**config.mk**
```make
export PLATFORM = sky130hd
export DESIGN_NAME = tccw_front
export DESIGN_NICKNAME = d
export VERILOG_FILES = /design/src/rtl/tccw_pkg.sv /design/src/rtl/tccw_front.sv
export SDC_FILE = /design/constraint.sdc
export NUM_CORES = 1
export LEC_CHECK = 0
export BUFFER_PORTS_ARGS = -buffer_cell sky130_fd_sc_hd__buf_2
export CAP_MARGIN = 15
export CORE_AREA = 2 2 39 41
export DETAILED_ROUTE_END_ITERATION = 7
export DIE_AREA = 0 0 41 43
export PLACE_DENSITY = 0.89
export SLEW_MARGIN = 25
export SYNTH_ARGS = -nofsm -noshare
export SYNTH_HDL_FRONTEND = slang
export SYNTH_SLANG_ARGS = --single-unit
```
**constraint.sdc**
```tcl
create_clock -name vclk -period 1.6
set_input_delay 0.24 -clock vclk [all_inputs]
set_output_delay 0.24 -clock vclk [all_outputs]
set_load 0.02 [all_outputs]
```
**src/rtl/tccw_pkg.sv**
```systemverilog
// ----------------------------------------------------------------------------
// tccw_pkg
// Shared types and codes for the text console character writer: input modes,
// decoded operations, the command and result words and the back-end states.
// ----------------------------------------------------------------------------
package tccw_pkg;

    localparam logic [7:0] CH_NEWLINE   = 8'h0A;
    localparam logic [7:0] CH_BACKSPACE = 8'h08;
    localparam logic [7:0] BLANK_CHAR   = 8'h20;
    localparam logic [7:0] BLANK_ATTR   = 8'h0F;

    // width that holds row * COLUMNS + col over the whole parameter range
    localparam int POS_FULL_W = 13;

    typedef enum logic [1:0] {
        MODE_PUT   = 2'd0,
        MODE_CLEAR = 2'd1,
        MODE_MOVE  = 2'd2,
        MODE_READ  = 2'd3
    } mode_t;

    typedef enum logic [2:0] {
        OP_PUT,
        OP_NEWLINE,
        OP_BACKSPACE,
        OP_CLEAR,
        OP_MOVE,
        OP_READ
    } op_t;

    typedef enum logic [2:0] {
        ST_INIT,
        ST_IDLE,
        ST_CLEAR,
        ST_SCROLL,
        ST_REPORT
    } back_state_t;

    typedef struct packed {
        op_t        op;
        logic [7:0] char_code;
        logic [7:0] attr;
        logic [5:0] row;
        logic [6:0] col;
        logic       on_screen;
    } cmd_t;

    typedef struct packed {
        logic        accepted;
        logic [10:0] cursor_pos;
        logic [7:0]  cell_char;
        logic [7:0]  cell_attr;
    } result_t;

endpackage

```
**src/rtl/tccw_front.sv**
```systemverilog
// ----------------------------------------------------------------------------
// tccw_front
// Front end: classifies an incoming word into a decoded operation and checks
// whether its target position lies on the screen.
// ----------------------------------------------------------------------------
module tccw_front #(
    parameter int COLUMNS = 80,
    parameter int ROWS    = 25
) (
    input  logic [1:0]     mode,
    input  logic [7:0]     char_code,
    input  logic [7:0]     attr,
    input  logic [5:0]     row,
    input  logic [6:0]     col,
    output tccw_pkg::cmd_t cmd
);

    always_comb
    begin
        cmd.char_code = char_code;
        cmd.attr      = attr;
        cmd.row       = row;
        cmd.col       = col;
        cmd.on_screen = ({1'b0, row} < 7'(ROWS)) && ({1'b0, col} < 8'(COLUMNS));
        case (mode)
            tccw_pkg::MODE_PUT:
            begin
                if (char_code == tccw_pkg::CH_NEWLINE)
                begin
                    cmd.op = tccw_pkg::OP_NEWLINE;
                end
                else if (char_code == tccw_pkg::CH_BACKSPACE)
                begin
                    cmd.op = tccw_pkg::OP_BACKSPACE;
                end
                else
                begin
                    cmd.op = tccw_pkg::OP_PUT;
                end
            end
            tccw_pkg::MODE_CLEAR: cmd.op = tccw_pkg::OP_CLEAR;
            tccw_pkg::MODE_MOVE:  cmd.op = tccw_pkg::OP_MOVE;
            tccw_pkg::MODE_READ:  cmd.op = tccw_pkg::OP_READ;
            default:              cmd.op = tccw_pkg::OP_READ;
        endcase
    end

endmodule

```
==> results.sh <==
export IMPL_overflow=0
export IMPL_track_usage_pct=7.39
export IMPL_setup_viol=0
export IMPL_rsz0062_at_grt="false"
export IMPL_cp_slowest_cell="or4b_4"
export IMPL_syn_area_per_cell_um2=7.57
export IMPL_hpwl_um=699
export IMPL_slew_headroom_pct=84.9
export IMPL_path_class="in -> out"
export IMPL_io_pins=64
export IMPL_tns_ns=0
export IMPL_worstMarginPinSlew_ns=0.224
export IMPL_die_w_um=41
export IMPL_areaGrowthSynthToFinish_pct=5.79
export IMPL_diodes=0
export IMPL_synth_distinct_cells=11
export IMPL_final_area_um2=320
export IMPL_fp_row_count=14
export IMPL_critPathRequiredTime_ns=1.36
export IMPL_holdBufCountCts=0
export IMPL_hold_path_class="in -> out"
export IMPL_antenna_found_initial=0
export IMPL_wl_per_cell_um=10.8
export IMPL_synth_area_um2=303
export IMPL_viasPerCell=4.14
export IMPL_post_place_ws_ns=-0.0183
export IMPL_syn_inst=40
export IMPL_clockBufferCount=0
export IMPL_place_inst=66
export IMPL_drtIter0Drc=3
export IMPL_synth_warnings=0
export IMPL_drive_gt1_share_pct=88.0
export IMPL_nFillCells=159
export IMPL_antenna_left=0
export IMPL_initial_core_util_pct=21.9
export IMPL_drv_cap=0
export IMPL_synth_seq_area_share_pct=0
export IMPL_grt_pass1_vias=248
export IMPL_crit_family="simple AND/OR/NAND/NOR gates"
export IMPL_post_route_period_util_pct=95.3
export IMPL_finalNetCount=83
export IMPL_critical_path_depth=4
export IMPL_power_leakage_nw=0.194
export IMPL_outcome="complete, no violations"
export IMPL_routed_wirelength_um=714
export IMPL_critPathArrivalTime_ns=1.28
export IMPL_fin_crit_ns=1.52
export IMPL_endpoint="cmd[31]"
export IMPL_setup_ws_ns=0.0754
export IMPL_holdWs_ns=0.480
export IMPL_final_hold_viol_count=0
export IMPL_pwr_density_cell_nw_per_um2=340
export IMPL_synth_nets=71
export IMPL_num_vias=273
export IMPL_fin_cells=66
export IMPL_slowest_delay_ns=0.56
export IMPL_fp_coreArea_um2=1380
export IMPL_cp_start_kind="input port"
export IMPL_worstPathBufferInverterCount=2
export IMPL_port_buffer_count=40
export IMPL_drt_pass1_iter_count=2
export IMPL_end_kind="primary output"
export IMPL_drv_slew=0
export IMPL_fp_dieH_um=43
export IMPL_grt_max_degree=5
export IMPL_placed_area_um2=309
export IMPL_grt_first_pass_wirelength_um=945
export IMPL_seq_cells=0
export IMPL_fmax_mhz=656
export IMPL_fp_dieArea_um2=1760
export IMPL_setup_worst_path_start="char_code[2]"
export IMPL_peakVddDrop_uv=72.8
export IMPL_regArea_um2=0
export IMPL_path_cells="buf_6, or4b_4, o32ai_2, buf_4"
export IMPL_gp_congestion=0.680
export IMPL_drc_errors=0
export IMPL_crit_fanout=2
export IMPL_postCtsSetupBuffers=0
## power by group
| part | leakage, nW | switching (mW) | total, mW | internal, mW |
|---|---|---|---|---|
| logic | 0.194 | 0.0631 | 0.109 | 0.0459 |
| registers | 0 | 0 | 0 | 0 |
| clock network | 0 | 0 | 0 | 0 |
## cells by family (layout without fill, tap and decap cells)
kind of cell,count (synthesis),after routing,synth area share (%)
buffers and inverters,32,42,75.6
AND/OR/NAND/NOR,4,4,10.3
AO/OA/AOI/OAI,4,4,14.1
## cells in the final DEF, fill, tap and decap left out
| cell | n |
|---|---|
| buf_2 | 37 |
| buf_6 | 1 |
| or2_2 | 1 |
| or4b_4 | 1 |
| buf_4 | 2 |
| inv_1 | 2 |
| o311a_1 | 1 |
| o32ai_2 | 1 |
| o21a_1 | 1 |
| o41ai_2 | 1 |
| or3_1 | 1 |
| nor3_1 | 1 |
## cell type report
class | instances | area, µm² | share of cell area (%)
repair buffers | 40 | 211 | 66.0
multi-input cells | 8 | 81.3 | 25.4
well taps | 16 | 20.0 | 6.25
inverters | 2 | 7.51 | 2.34
## repair_timing
item / 4_1_cts / 5_1_grt
endpoints found under the setup margin: 2 / 2
pin swaps: 1 / 2
resized for setup: 2 / 1
## routing by layer
layer | track usage [%] | vias to the layer above | share of wire (%)
met3 | 1.57 | 2 | 15
met5 | 0 | - | 0
li1 | - | 123 | -
met4 | 2.00 | 0 | 1.4
met1 | 4.43 | 121 | 22
met2 | 16.9 | 27 | 62
## worst min path at each step
stage | slack [ns] | end | depth (start not counted) | from
final | 0.48 | cmd[4] | 0 | col[3]
after global routing | 0.48 | cmd[4] | 0 | col[3]
after CTS | 0.48 | cmd[15] | 0 | attr[1]
after detailed placement | 0.48 | cmd[15] | 0 | attr[1]
after global placement | 0.48 | cmd[15] | 0 | attr[1]
after floorplan | 0.57 | cmd[0] | 1 | row[5]
## synth_stat cells
cell      instances  share of area [%]
buf_4            29                 72
inv_1             2                2.5
clkbuf_1          1                1.2
nor3_1            1                1.7
o21a_1            1                2.5
o311a_1           1                3.3
o32ai_1           1                2.9
o41ai_2           1                5.4
or2_2             1                2.1
or3_1             1                2.1
or4b_4            1                4.5
## metrics by stage
step                      util [%]  power [mW]
after global placement        22.3       0.104
after detailed placement      22.3       0.107
after CTS                     23.0       0.110
after floorplan                  -       0.127
after global routing          23.1       0.117
final                         23.1       0.109
Note: power is estimated with default switching activity, not from simulation.
