--- src/rtl/tccw_fifo.sv ---
// ----------------------------------------------------------------------------
// tccw_fifo
// Two-entry register queue; used between front and back end and again as the
// result buffer in front of the output ports.
// ----------------------------------------------------------------------------
module tccw_fifo #(
    parameter int WIDTH = 1
) (
    input  logic             clk,
    input  logic             rst_n,
    input  logic             push,
    input  logic [WIDTH-1:0] push_data,
    output logic             full,
    input  logic             pop,
    output logic [WIDTH-1:0] pop_data,
    output logic             empty
);

    logic [WIDTH-1:0] data_reg [2];
    logic             wr_ptr_reg;
    logic             wr_ptr_next;
    logic             rd_ptr_reg;
    logic             rd_ptr_next;
    logic [1:0]       count_reg;
    logic [1:0]       count_next;
    logic             do_push;
    logic             do_pop;

    assign full     = (count_reg == 2'd2);
    assign empty    = (count_reg == 2'd0);
    assign do_push  = push && !full;
    assign do_pop   = pop && !empty;
    assign pop_data = data_reg[rd_ptr_reg];

    always_comb
    begin
        wr_ptr_next = do_push ? !wr_ptr_reg : wr_ptr_reg;
        rd_ptr_next = do_pop ? !rd_ptr_reg : rd_ptr_reg;
        count_next  = count_reg;
        if (do_push && !do_pop)
        begin
            count_next = count_reg + 2'd1;
        end
        else if (do_pop && !do_push)
        begin
            count_next = count_reg - 2'd1;
        end
    end

    always_ff @(posedge clk or negedge rst_n)
    begin
        if (!rst_n)
        begin
            wr_ptr_reg <= 1'b0;
            rd_ptr_reg <= 1'b0;
            count_reg  <= 2'd0;
        end
        else
        begin
            wr_ptr_reg <= wr_ptr_next;
            rd_ptr_reg <= rd_ptr_next;
            count_reg  <= count_next;
        end
    end

    always_ff @(posedge clk)
    begin
        if (do_push)
        begin
            data_reg[wr_ptr_reg] <= push_data;
        end
    end

endmodule

--- config.mk ---
export PLATFORM = sky130hd
export DESIGN_NAME = tccw_fifo
export DESIGN_NICKNAME = d
export VERILOG_FILES = /design/src/rtl/tccw_fifo.sv
export SDC_FILE = /design/constraint.sdc
export NUM_CORES = 1
export LEC_CHECK = 0
export BUFFER_PORTS_ARGS = -buffer_cell sky130_fd_sc_hd__buf_2
export CAP_MARGIN = 20
export CORE_AREA = 2 2 39 41
export DETAILED_ROUTE_END_ITERATION = 16
export DIE_AREA = 0 0 41 43
export RECOVER_POWER = 25
export SYNTH_ARGS = -nofsm -noshare
export SYNTH_HDL_FRONTEND = slang
export SYNTH_SLANG_ARGS = --single-unit
--- constraint.sdc ---
create_clock -name clk -period 1.35 [get_ports clk]
set_input_delay 0.27 -clock clk [delete_from_list [all_inputs] [get_ports clk]]
set_output_delay 0.27 -clock clk [all_outputs]
set_load 0.03 [all_outputs]
==> results of run 1 <==
[timing repair]
item / 4_1_cts / 5_1_grt
resized for setup: 3 / 12
endpoints found under the setup margin: 2 / 4
buffers inserted: 1 / 0
endpoints found under the hold margin: 4 / 0
hold buffers: 1 / 0
pin swaps: 0 / 2
[cell type report]
type | instances | area [um^2]
clock buffer | 3 | 22.52
tap | 16 | 20.02
fill | 136 | 942.2
timing repair buffer | 12 | 87.58
inverter | 2 | 10.01
sequential | 6 | 161.4
multi-input combinational | 14 | 140.1
[how the worst max path moves through the flow]
stage / startpoint / end / slack (ns) / depth (start not counted)
floorplan: count_reg[0] / count_reg[1] / 0.02 / 6
global placement: count_reg[0] / count_reg[1] / 0.03 / 6
detailed placement: count_reg[0] / count_reg[1] / 0.04 / 6
CTS: rd_ptr_reg / pop_data / 0.003 / 2
global route: count_reg[0] / empty / -0.03 / 3
finish: rd_ptr_reg / pop_data / 0.02 / 2
[through the flow]
step / util / setup slack, ns / total power [uW]
floorplan: - / 0.02163 / 661.9
global placement: 0.2568 / 0.03447 / 790.4
detailed placement: 0.2568 / 0.03514 / 795.5
CTS: 0.2920 / 0.002955 / 1022
global route: 0.3192 / -0.02695 / 1201
finish: 0.3192 / 0.01600 / 1119
[logic make-up after synthesis]
kind of cell	Yosys count	share of synthesized area
adder cells (fa/ha/maj)	1	0.04672
AND/OR/NAND/NOR	6	0.1028
XOR/XNOR	5	0.1636
multiplexers	1	0.04205
AO/OA/AOI/OAI	1	0.01867
flip-flops	6	0.5982
buffers and inverters	2	0.02805
[worst reg2reg max path, cell delays in order, from the launching register on]
cell and delay (ns):
dfrtp_1 0.40, nand2b_4 0.17, nand2_4 0.07, inv_4 0.03, ha_4 0.14, xor2_1 0.17
nor2_2 0.07, xor2_1 0.13
[cell usage after synthesis (all sizes together)]
| master | count |
|---|---|
| nand2 | 1 |
| dfrtp | 4 |
| mux2 | 1 |
| ha | 1 |
| nor2 | 3 |
| xnor2 | 3 |
| and3 | 1 |
| xor2 | 2 |
| edfxtp | 2 |
| o21ai | 1 |
| nand2b | 1 |
| inv | 2 |
[power by group through the flow]
stage	Clock (uW)	Combinational [uW]	Sequential (uW)
after detailed placement	0	450	346
after global placement	0	445	346
final	162	602	354
after floorplan	0	321	341
after CTS	175	508	339
after global routing	176	661	364
[layer usage]
| layer | share of wire | global-route usage | vias to the layer above |
|---|---|---|---|
| met5 | 0 | 0 | - |
| met1 | 0.46 | 0.09211 | 89 |
| met3 | 0.086 | 0.03141 | 2 |
| met2 | 0.44 | 0.08125 | 8 |
| li1 | - | - | 100 |
| met4 | 0.015 | 0.08000 | 0 |
==> metrics.txt, run 1 <==
# TYPE chip_impl_metric gauge
chip_impl_info{name="outcome",value="finished, final reports clean"} 1
chip_impl_metric{name="floorplan.die_area",unit="um^2"} 1763
chip_impl_metric{name="cts_buffers",unit=""} 3
chip_impl_metric{name="post_synth_num_cell_types",unit=""} 12
chip_impl_metric{name="diodes",unit=""} 0
chip_impl_metric{name="r2r_cells",unit=""} 7
chip_impl_metric{name="avg_inst_size_synth",unit="um^2"} 12.17
chip_impl_info{name="synth_top_area_cell",value="dfrtp_1"} 1
chip_impl_metric{name="gp_routability_congestion",unit=""} 0.6479
chip_impl_info{name="r2r_start",value="count_reg[0]"} 1
chip_impl_metric{name="placed_cells_incl_taps",unit=""} 48
chip_impl_metric{name="final.setup.tns",unit="ns"} 0
chip_impl_metric{name="synthDominantCellAreaShare",unit=""} 0.3738
chip_impl_metric{name="grt_first_pass_wirelength",unit="um"} 793
chip_impl_metric{name="yosysWarnings",unit=""} 0
chip_impl_metric{name="vias",unit=""} 199
chip_impl_metric{name="synth_sequential_area_ratio",unit=""} 0.5981
chip_impl_metric{name="max_clock_freq",unit="MHz"} 749.6
chip_impl_info{name="commonest_non_fill_non_tap_cell_in_the_layout",value="buf_4"} 1
chip_impl_info{name="cts_tree",value="done"} 1
chip_impl_info{name="worst_r2r_endpoint",value="count_reg[1]"} 1
chip_impl_metric{name="maxCapViolations",unit=""} 0
chip_impl_info{name="rsz_0062_raised_after_global_routing",value="yes"} 1
chip_impl_metric{name="floorplan.core_area",unit="um^2"} 1384
chip_impl_metric{name="layout.cell_area.non_filler",unit="um^2"} 441.7
chip_impl_metric{name="share_of_total_power_consumed_by_net_switching",unit=""} 0.3741
chip_impl_metric{name="hpwl",unit="um"} 348.6
chip_impl_info{name="path_class",value="reg -> out"} 1
chip_impl_metric{name="critical_path_arrival",unit="ns"} 1.06
chip_impl_info{name="post_synth_main_area_contributors",value="dfrtp_1 37%, edfxtp_1 22%, xnor2_1 9.8%, xor2_1 6.5%, ha_1 4.7%"} 1
chip_impl_metric{name="final_antenna_net_count",unit=""} 0
chip_impl_metric{name="final.min_clock_period",unit="ns"} 1.334
chip_impl_metric{name="final_hold_vio_count",unit=""} 0
chip_impl_metric{name="worstPathBufferInverterCount",unit=""} 1
chip_impl_metric{name="worst_path_largest_cell_delay",unit="ns"} 0.38
chip_impl_metric{name="gr-total-overflow",unit=""} 0
chip_impl_metric{name="maxSlewHeadroom",unit=""} 0.8355
chip_impl_metric{name="finalClockSkew",unit="ns"} 0.0001536
chip_impl_metric{name="min_path_cells",unit=""} 1
chip_impl_info{name="ctsRootBufferMaster",value="clkbuf_4"} 1
chip_impl_metric{name="comb_power_share",unit=""} 0.538
chip_impl_metric{name="layout.cells.non_filler",unit=""} 53
chip_impl_metric{name="start_util",unit=""} 0.1935
chip_impl_metric{name="gr-usage-all-layers",unit=""} 0.07280
chip_impl_metric{name="layout-area-overhead-vs-synth",unit="%"} 64.95
chip_impl_metric{name="detail_route.iter0.violations",unit=""} 0
chip_impl_metric{name="antenna_found_initial",unit=""} 0
chip_impl_metric{name="num_io_pins",unit=""} 8
chip_impl_metric{name="worst_vdd_rail_ir_drop",unit="mV"} 0.9585
chip_impl_metric{name="detail_route.first_pass.iterations",unit=""} 1
chip_impl_metric{name="period_share",unit=""} 0.9881
chip_impl_metric{name="numPortBuffers",unit=""} 7
chip_impl_metric{name="nNetsFinal",unit=""} 45
chip_impl_metric{name="mappedNetlistNets",unit=""} 28
chip_impl_metric{name="placed_area",unit="um^2"} 355.3
chip_impl_metric{name="setup-violations-final",unit=""} 0
chip_impl_metric{name="netsw",unit="uW"} 418.6
chip_impl_metric{name="max_slew.worst_pin.slew",unit="ns"} 0.2467
chip_impl_metric{name="power_per_cell_area",unit="nW/um^2"} 2533
chip_impl_metric{name="std_cell_rows",unit=""} 14
chip_impl_metric{name="clock_insertion_delay_worst_skew",unit="ns"} 0.24
chip_impl_metric{name="synth_cells",unit=""} 22
chip_impl_info{name="critPathSlowestCell",value="dfrtp_1"} 1
chip_impl_metric{name="wire_per_inst",unit="um"} 10.04
chip_impl_metric{name="syn-cell-area",unit="um^2"} 267.8
chip_impl_metric{name="ys_seq_elements",unit=""} 6
chip_impl_info{name="crit_family",value="flip-flops"} 1
chip_impl_metric{name="route.final.wire_length",unit="um"} 532
chip_impl_metric{name="ctsHtreeMaxLevel",unit=""} 1
chip_impl_info{name="hold_path.startpoint",value="push_data"} 1
chip_impl_metric{name="share_seq_of_total_power",unit=""} 0.317
chip_impl_metric{name="power_frac_clock",unit=""} 0.145
chip_impl_info{name="worst_hold_path_type",value="in -> reg"} 1
chip_impl_info{name="timing.critical_path.to_type",value="output pin"} 1
chip_impl_info{name="layout.cells.most_common_list",value="5 x buf_4, 3 x xnor2_1, 3 x clkbuf_4, 3 x dfrtp_1"} 1
chip_impl_metric{name="cp.required",unit="ns"} 1.08
chip_impl_metric{name="static-leakage-power",unit="uW"} 0.0002017
chip_impl_metric{name="drcViolationCount",unit=""} 0
chip_impl_metric{name="maxSlewViolCount",unit=""} 0
chip_impl_metric{name="die_x",unit="um"} 41
chip_impl_info{name="timing.critical_path.from_type",value="register"} 1
chip_impl_info{name="hold-path-endpoint",value="data_reg[1]"} 1
chip_impl_info{name="cp_cell_sequence",value="mux2_4, buf_6"} 1
chip_impl_metric{name="cts-root-to-sink-buffers",unit=""} 2
chip_impl_metric{name="internal_power_consumption",unit="uW"} 700.3
chip_impl_metric{name="clock_sinks",unit=""} 6
chip_impl_metric{name="worst_hold_slack",unit="ns"} 0.2458
chip_impl_metric{name="final_layout_size_suffix_gt1_frac",unit=""} 0.5676
chip_impl_metric{name="vias_per_instance",unit=""} 3.755
chip_impl_metric{name="grt_start_max_net_pins",unit=""} 5
chip_impl_metric{name="number_of_global_route_vias_before_repair",unit=""} 206
chip_impl_metric{name="crit_path_max_fanout",unit=""} 2
chip_impl_metric{name="die_height",unit="um"} 43
chip_impl_metric{name="clk_pin_slew",unit="ns"} 0.04
chip_impl_metric{name="ff2ff_setup_slack",unit="ns"} 0.04
(Power assumes the default switching activity.)
==> run 2: changes to the inputs <==
Settings changed: BUFFER_PORTS_ARGS -buffer_cell sky130_fd_sc_hd__buf_2 to -buffer_cell sky130_fd_sc_hd__buf_4.
==> run 2 against run 1 <==
The flow now finishes with violations (negative setup slack). Design area grew 3.7%. First-iteration DRC count stayed put. Register-to-register slack barely moved. Via count rose by 7.0%. Hold slack worse by 0.013 ns. Setup slack worse by 0.021 ns. Clock power up 17%. Sequential share of layout area fell by 1.3 points. Sequential power is essentially flat. Highest routed layer is now met3.
==> metrics.txt, run 2 (synthesized netlist as in run 1, its figures left out) <==
# TYPE chip_impl_metric gauge
chip_impl_metric{name="netsw",unit="uW"} 421.5
chip_impl_metric{name="crit_path_max_fanout",unit=""} 3
chip_impl_metric{name="detail_route.iter0.violations",unit=""} 0
chip_impl_info{name="cts_tree",value="done"} 1
chip_impl_metric{name="worst_vdd_rail_ir_drop",unit="mV"} 1.118
chip_impl_metric{name="ctsHtreeMaxLevel",unit=""} 1
chip_impl_metric{name="nNetsFinal",unit=""} 46
chip_impl_info{name="ctsRootBufferMaster",value="clkbuf_4"} 1
chip_impl_info{name="hold_path.startpoint",value="push_data"} 1
chip_impl_metric{name="maxSlewViolCount",unit=""} 0
chip_impl_metric{name="clock_sinks",unit=""} 6
chip_impl_metric{name="fill_cells",unit=""} 145
chip_impl_info{name="critical_path.most_common_cell",value="buf_6"} 1
chip_impl_metric{name="diodes",unit=""} 0
chip_impl_metric{name="worst_path_largest_cell_delay",unit="ns"} 0.40
chip_impl_info{name="rsz_0062_raised_after_global_routing",value="yes"} 1
chip_impl_info{name="cp_cell_sequence",value="nand2b_4, buf_6, inv_2, buf_6"} 1
chip_impl_metric{name="maxCapViolations",unit=""} 0
chip_impl_metric{name="final_antenna_net_count",unit=""} 0
chip_impl_info{name="violated_checks",value="negative setup slack"} 1
chip_impl_metric{name="clk_pin_slew",unit="ns"} 0.06
chip_impl_metric{name="r2r_cells",unit=""} 7
chip_impl_metric{name="internal_power_consumption",unit="uW"} 729.1
chip_impl_metric{name="ff2ff_setup_slack",unit="ns"} 0.05
chip_impl_metric{name="maxSlewHeadroom",unit=""} 0.8890
chip_impl_info{name="path_class",value="reg -> out"} 1
chip_impl_metric{name="route.final.wire_length",unit="um"} 541
chip_impl_metric{name="gr-usage-all-layers",unit=""} 0.09211
chip_impl_metric{name="gr-total-overflow",unit=""} 0
chip_impl_info{name="hold-path-endpoint",value="data_reg[1]"} 1
chip_impl_metric{name="placed_cells_incl_taps",unit=""} 48
chip_impl_metric{name="die_height",unit="um"} 43
chip_impl_metric{name="period_share",unit=""} 1.004
chip_impl_metric{name="floorplan.core_area",unit="um^2"} 1384
chip_impl_metric{name="min_path_cells",unit=""} 1
chip_impl_metric{name="setup-violations-final",unit=""} 1
chip_impl_info{name="crit_family",value="flip-flops"} 1
chip_impl_metric{name="antenna_found_initial",unit=""} 0
chip_impl_metric{name="max_slew.worst_pin.slew",unit="ns"} 0.1665
chip_impl_metric{name="share_of_total_power_consumed_by_net_switching",unit=""} 0.3664
chip_impl_metric{name="die_x",unit="um"} 41
chip_impl_info{name="timing.critical_path.from_type",value="register"} 1
chip_impl_metric{name="hpwl",unit="um"} 383.3
chip_impl_metric{name="final.min_clock_period",unit="ns"} 1.355
chip_impl_metric{name="post-layout-total-power",unit="uW"} 1151
chip_impl_metric{name="clock_insertion_delay_worst_skew",unit="ns"} 0.25
chip_impl_metric{name="cts_buffers",unit=""} 3
chip_impl_metric{name="start_util",unit=""} 0.1935
chip_impl_metric{name="worst_hold_slack",unit="ns"} 0.2327
chip_impl_info{name="critPathSlowestCell",value="dfrtp_1"} 1
chip_impl_metric{name="final_layout_size_suffix_gt1_frac",unit=""} 0.5641
chip_impl_metric{name="comb_power_share",unit=""} 0.529
chip_impl_metric{name="power_frac_clock",unit=""} 0.165
chip_impl_metric{name="number_of_global_route_vias_before_repair",unit=""} 214
chip_impl_metric{name="finalClockSkew",unit="ns"} 0.007736
chip_impl_metric{name="drcViolationCount",unit=""} 0
chip_impl_metric{name="detail_route.first_pass.iterations",unit=""} 1
chip_impl_metric{name="layout.cells.non_filler",unit=""} 55
chip_impl_metric{name="std_cell_rows",unit=""} 14
chip_impl_metric{name="wire_per_inst",unit="um"} 9.836
chip_impl_info{name="worst_r2r_endpoint",value="count_reg[1]"} 1
chip_impl_metric{name="numPortBuffers",unit=""} 7
chip_impl_metric{name="final_hold_vio_count",unit=""} 0
chip_impl_metric{name="gp_routability_congestion",unit=""} 0.6432
chip_impl_metric{name="layout-area-overhead-vs-synth",unit="%"} 71.03
chip_impl_metric{name="multi_input_combinational_cell_area",unit="um^2"} 135.1
chip_impl_metric{name="grt_util_met2",unit=""} 0.1063
chip_impl_metric{name="max_clock_freq",unit="MHz"} 737.9
chip_impl_metric{name="share_seq_of_total_power",unit=""} 0.307
chip_impl_info{name="outcome",value="complete, but fails checks"} 1
chip_impl_info{name="global_route_layer_with_the_greatest_usage",value="met1"} 1
chip_impl_metric{name="ff_latch_area",unit="um^2"} 161.4
chip_impl_metric{name="static-leakage-power",unit="uW"} 0.0002129
chip_impl_info{name="commonest_non_fill_non_tap_cell_in_the_layout",value="buf_4"} 1
chip_impl_metric{name="globalRouteMet1Util",unit=""} 0.1155
chip_impl_metric{name="power_per_cell_area",unit="nW/um^2"} 2513
chip_impl_metric{name="grt_first_pass_wirelength",unit="um"} 993
chip_impl_metric{name="grt_start_max_net_pins",unit=""} 5
chip_impl_info{name="worst_hold_path_type",value="in -> reg"} 1
chip_impl_metric{name="grt.met3_usage",unit=""} 0.09948
chip_impl_metric{name="worstPathBufferInverterCount",unit=""} 3
chip_impl_metric{name="vias_per_instance",unit=""} 3.873
chip_impl_metric{name="floorplan.die_area",unit="um^2"} 1763
chip_impl_info{name="timing.critical_path.to_type",value="output pin"} 1
chip_impl_metric{name="timing.final.ws_setup",unit="ns"} -0.005167
chip_impl_metric{name="cts-root-to-sink-buffers",unit=""} 2
chip_impl_metric{name="cp.required",unit="ns"} 1.08
chip_impl_metric{name="critical_path_arrival",unit="ns"} 1.09
chip_impl_metric{name="num_io_pins",unit=""} 8
chip_impl_info{name="r2r_start",value="count_reg[0]"} 1
chip_impl_metric{name="vias",unit=""} 213
[run 2: worst register-to-register path: stages (launching register included)]
cell and delay, ns:
dfrtp_1 0.40, nand2b_4 0.17, nand2_4 0.06, inv_2 0.04
ha_4 0.15, xor2_1 0.13, nor2_1 0.13, xor2_1 0.14
[run 2: power by group through the flow]
stage | Sequential (uW) | Clock [uW] | Combinational, uW
6_report | 353 | 189 | 608
5_1_grt | 364 | 215 | 675
4_1_cts | 342 | 194 | 524
3_5_place_dp | 349 | 0 | 483
3_3_place_gp | 347 | 0 | 476
2_1_floorplan | 341 | 0 | 321
[run 2: area by class of cell]
class / count / share of cell area
Sequential cell: 6 / 0.3525
Multi-Input combinational cell: 14 / 0.2951
Clock buffer: 4 / 0.05738
Inverter: 2 / 0.01639
Tap cell: 16 / 0.04372
Timing Repair Buffer: 13 / 0.2350
[run 2: through the flow]
stage               area, um^2    TNS, ns    util  setup WS [ns]
floorplan                277.8          0       -        0.02163
CTS                      420.4          0  0.3038       0.001238
detailed placement       372.9          0  0.2694        0.01463
global route             457.9    -0.1874  0.3309       -0.07332
finish                   457.9  -0.005167  0.3309      -0.005167
global placement         372.9          0  0.2694        0.02739
[run 2: how the worst max path moves through the flow]
stage	from	end	slack, ns	cells after the start
2_1_floorplan	count_reg[0]	count_reg[1]	0.02	6
3_3_place_gp	count_reg[0]	count_reg[1]	0.03	6
3_5_place_dp	count_reg[0]	count_reg[1]	0.01	6
4_1_cts	count_reg[0]	count_reg[1]	0.001	6
5_1_grt	count_reg[0]	count_reg[1]	-0.07	7
6_report	count_reg[0]	full	-0.005	4
[run 2: metal layers]
| metal | vias to the layer above | part of all wire |
|---|---|---|
| met5 | - | 0 |
| met1 | 99 | 0.43 |
| met2 | 11 | 0.44 |
| met3 | 0 | 0.12 |
| li1 | 103 | - |
| met4 | 0 | 0 |
[run 2: what timing repair did]
action | 4_1_cts | 5_1_grt
pin swaps | 0 | 3
setup buffers | 1 | 1
hold buffers | 1 | 0
gates resized for setup | 1 | 10
setup endpoints to repair | 1 | 3
hold endpoints to repair | 4 | 0
==> run 3: changes to the inputs <==
Settings changed: BUFFER_PORTS_ARGS -buffer_cell sky130_fd_sc_hd__buf_4 to unset, CELL_PAD_IN_SITES_DETAIL_PLACEMENT set to 0, CELL_PAD_IN_SITES_GLOBAL_PLACEMENT set to 1, DONT_BUFFER_PORTS set to 1, PLACE_DENSITY_LB_ADDON set to 0.1, TNS_END_PERCENT set to 20.
==> run 3 against run 2 <==
Critical path depth down 1. Core utilization decreased by 3.7 points. The flow now finishes without violations. Clock skew is 0.0030 ns lower. Final cell count fell by 13%. Global-route usage fell by 1.2 points. Setup slack gained 0.0095 ns. Sequential share of layout area grew 4.1 points. Maximum frequency grew 0.71%. Clock power is 14% lower. Wire length fell by 4.8%. Die area is the same. Count of clock-buffer cells in the layout is 1 lower. Largest cell class unchanged.
==> metrics.txt, run 3 (synthesized netlist as in run 1, its figures left out) <==
# TYPE chip_impl_metric gauge
chip_impl_metric{name="maxCapViolations",unit=""} 0
chip_impl_metric{name="finalClockSkew",unit="ns"} 0.004724
chip_impl_metric{name="cts_buffers",unit=""} 3
chip_impl_metric{name="floorplan.die_area",unit="um^2"} 1763
chip_impl_info{name="r2r_start",value="count_reg[0]"} 1
chip_impl_metric{name="timing.final.ws_setup",unit="ns"} 0.004367
chip_impl_metric{name="die_height",unit="um"} 43
chip_impl_metric{name="critical_path_arrival",unit="ns"} 1.08
chip_impl_metric{name="final_hold_vio_count",unit=""} 0
chip_impl_metric{name="maxSlewViolCount",unit=""} 0
chip_impl_metric{name="grt_first_pass_wirelength",unit="um"} 814
chip_impl_metric{name="layout-area-overhead-vs-synth",unit="%"} 51.87
chip_impl_metric{name="dp_slack",unit="ns"} 0.003171
chip_impl_info{name="timing.critical_path.to_type",value="output pin"} 1
chip_impl_metric{name="drcViolationCount",unit=""} 0
chip_impl_metric{name="numPortBuffers",unit=""} 0
chip_impl_metric{name="multi_input_combinational_cell_area",unit="um^2"} 131.4
chip_impl_metric{name="cts-root-to-sink-buffers",unit=""} 2
chip_impl_info{name="worst_hold_path_type",value="in -> reg"} 1
chip_impl_metric{name="max_clock_freq",unit="MHz"} 743.1
chip_impl_metric{name="gr-total-overflow",unit=""} 0
chip_impl_metric{name="detail_route.first_pass.iterations",unit=""} 2
chip_impl_metric{name="die_x",unit="um"} 41
chip_impl_info{name="outcome",value="finished, final reports clean"} 1
chip_impl_metric{name="maxSlewHeadroom",unit=""} 0.8527
chip_impl_metric{name="fill_cells",unit=""} 152
chip_impl_metric{name="clock_insertion_delay_worst_skew",unit="ns"} 0.24
chip_impl_info{name="ctsRootBufferMaster",value="clkbuf_4"} 1
chip_impl_metric{name="std_cell_rows",unit=""} 14
chip_impl_info{name="rsz_0062_raised_after_global_routing",value="yes"} 1
chip_impl_metric{name="wire_per_inst",unit="um"} 10.73
chip_impl_metric{name="cp.required",unit="ns"} 1.08
chip_impl_metric{name="final_layout_size_suffix_gt1_frac",unit=""} 0.5000
chip_impl_metric{name="worst_vdd_rail_ir_drop",unit="mV"} 0.9496
chip_impl_metric{name="hpwl",unit="um"} 413.9
chip_impl_metric{name="final.min_clock_period",unit="ns"} 1.346
chip_impl_metric{name="post-layout-total-power",unit="uW"} 1057
chip_impl_metric{name="num_io_pins",unit=""} 8
chip_impl_metric{name="gp_routability_congestion",unit=""} 0.7059
chip_impl_metric{name="number_of_global_route_vias_before_repair",unit=""} 212
chip_impl_metric{name="detail_route.iter0.violations",unit=""} 1
chip_impl_metric{name="final_core_utilization",unit=""} 0.2939
chip_impl_metric{name="ff_latch_area",unit="um^2"} 160.2
chip_impl_metric{name="antenna_found_initial",unit=""} 0
chip_impl_info{name="commonest_non_fill_non_tap_cell_in_the_layout",value="buf_4"} 1
chip_impl_metric{name="power_per_cell_area",unit="nW/um^2"} 2598
chip_impl_metric{name="start_util",unit=""} 0.1935
chip_impl_info{name="timing.critical_path.from_type",value="register"} 1
chip_impl_metric{name="diodes",unit=""} 0
chip_impl_metric{name="max_slew.worst_pin.slew",unit="ns"} 0.2202
chip_impl_metric{name="setup-violations-final",unit=""} 0
chip_impl_info{name="worstSetupStartpoint",value="count_reg[0]"} 1
chip_impl_metric{name="vias_per_instance",unit=""} 4.021
chip_impl_metric{name="grt_start_max_net_pins",unit=""} 5
chip_impl_info{name="layout.cells.most_common_list",value="5 x buf_4, 4 x dfrtp_1, 3 x nor2_1, 3 x xnor2_1, 3 x clkbuf_4"} 1
chip_impl_info{name="path_class",value="reg -> out"} 1
chip_impl_metric{name="final_antenna_net_count",unit=""} 0
chip_impl_metric{name="route.final.wire_length",unit="um"} 515
chip_impl_metric{name="period_share",unit=""} 0.9968
chip_impl_metric{name="nNetsFinal",unit=""} 40
chip_impl_metric{name="clk_pin_slew",unit="ns"} 0.05
chip_impl_metric{name="static-leakage-power",unit="uW"} 0.0001742
chip_impl_metric{name="crit_path_max_fanout",unit=""} 4
chip_impl_info{name="hold_path.startpoint",value="push_data"} 1
chip_impl_metric{name="gr-usage-all-layers",unit=""} 0.08048
chip_impl_metric{name="clock_sinks",unit=""} 6
chip_impl_metric{name="floorplan.core_area",unit="um^2"} 1384
chip_impl_info{name="cts_tree",value="done"} 1
chip_impl_metric{name="vias",unit=""} 193
chip_impl_metric{name="ctsHtreeMaxLevel",unit=""} 1
chip_impl_metric{name="post_cts.repair.setup_buffers",unit=""} 0
run 3: changes by cell type in the layout (fill, tap and decap cells not counted), sizes merged:
cell      before  now
buf           11    6
clkbuf         5    3
clkinvlp       0    1
inv            2    1
run 3: metal layers:
metal,GRT usage,vias to the layer above,part of all wire
met5,0,-,0
met4,0.1400,0,0.037
met3,0.01571,2,0.045
met2,0.1031,5,0.49
met1,0.07443,94,0.43
li1,-,92,-
run 3: final timing paths:
path | to | slack (ns) | cells past startpoint
hold reg to reg | rd_ptr_reg | 0.48 | 1
setup / recovery | full | 0.004 | 3
hold / removal | data_reg[0] | 0.12 | 0
min in group asynchronous | count_reg[1] | 0.31 | 1
setup reg to reg | count_reg[1] | 0.04 | 7
max in group asynchronous | wr_ptr_reg | 0.85 | 1
run 3: power breakdown:
group          switching, uW  total [uW]  internal (uW)
Sequential              69.3         343            273
Clock                   62.7         163            100
Combinational            270         551            281
run 3: per-stage QoR:
step	cell area, um^2	hold WS [ns]	cells	setup TNS, ns
global route	406.6	0.1001	48	-0.1472
global placement	342.8	-0.02546	44	0
floorplan	277.8	-0.02559	22	0
finish	406.6	0.1216	48	0
detailed placement	342.8	-0.02546	44	0
CTS	385.4	0.1118	48	0
run 3: area by class of cell:
class,instances,area share
flip-flops and latches,6,0.3938
multi-input cells,14,0.3231
repair buffers,7,0.1446
clock buffers,3,0.05538
well taps,16,0.04923
inverters,2,0.03385
run 3: critical path: stages, from the launching register on:
cell and delay, ns:
dfrtp_1 0.41, nand2b_4 0.17, buf_6 0.12, clkinvlp_4 0.12
run 3: what timing repair did:
item / 4_1_cts / 5_1_grt
setup endpoints to repair: 2 / 3
hold buffers: 1 / 0
pin swaps: 2 / 3
hold endpoints to repair: 4 / 0
resized for setup: 3 / 5
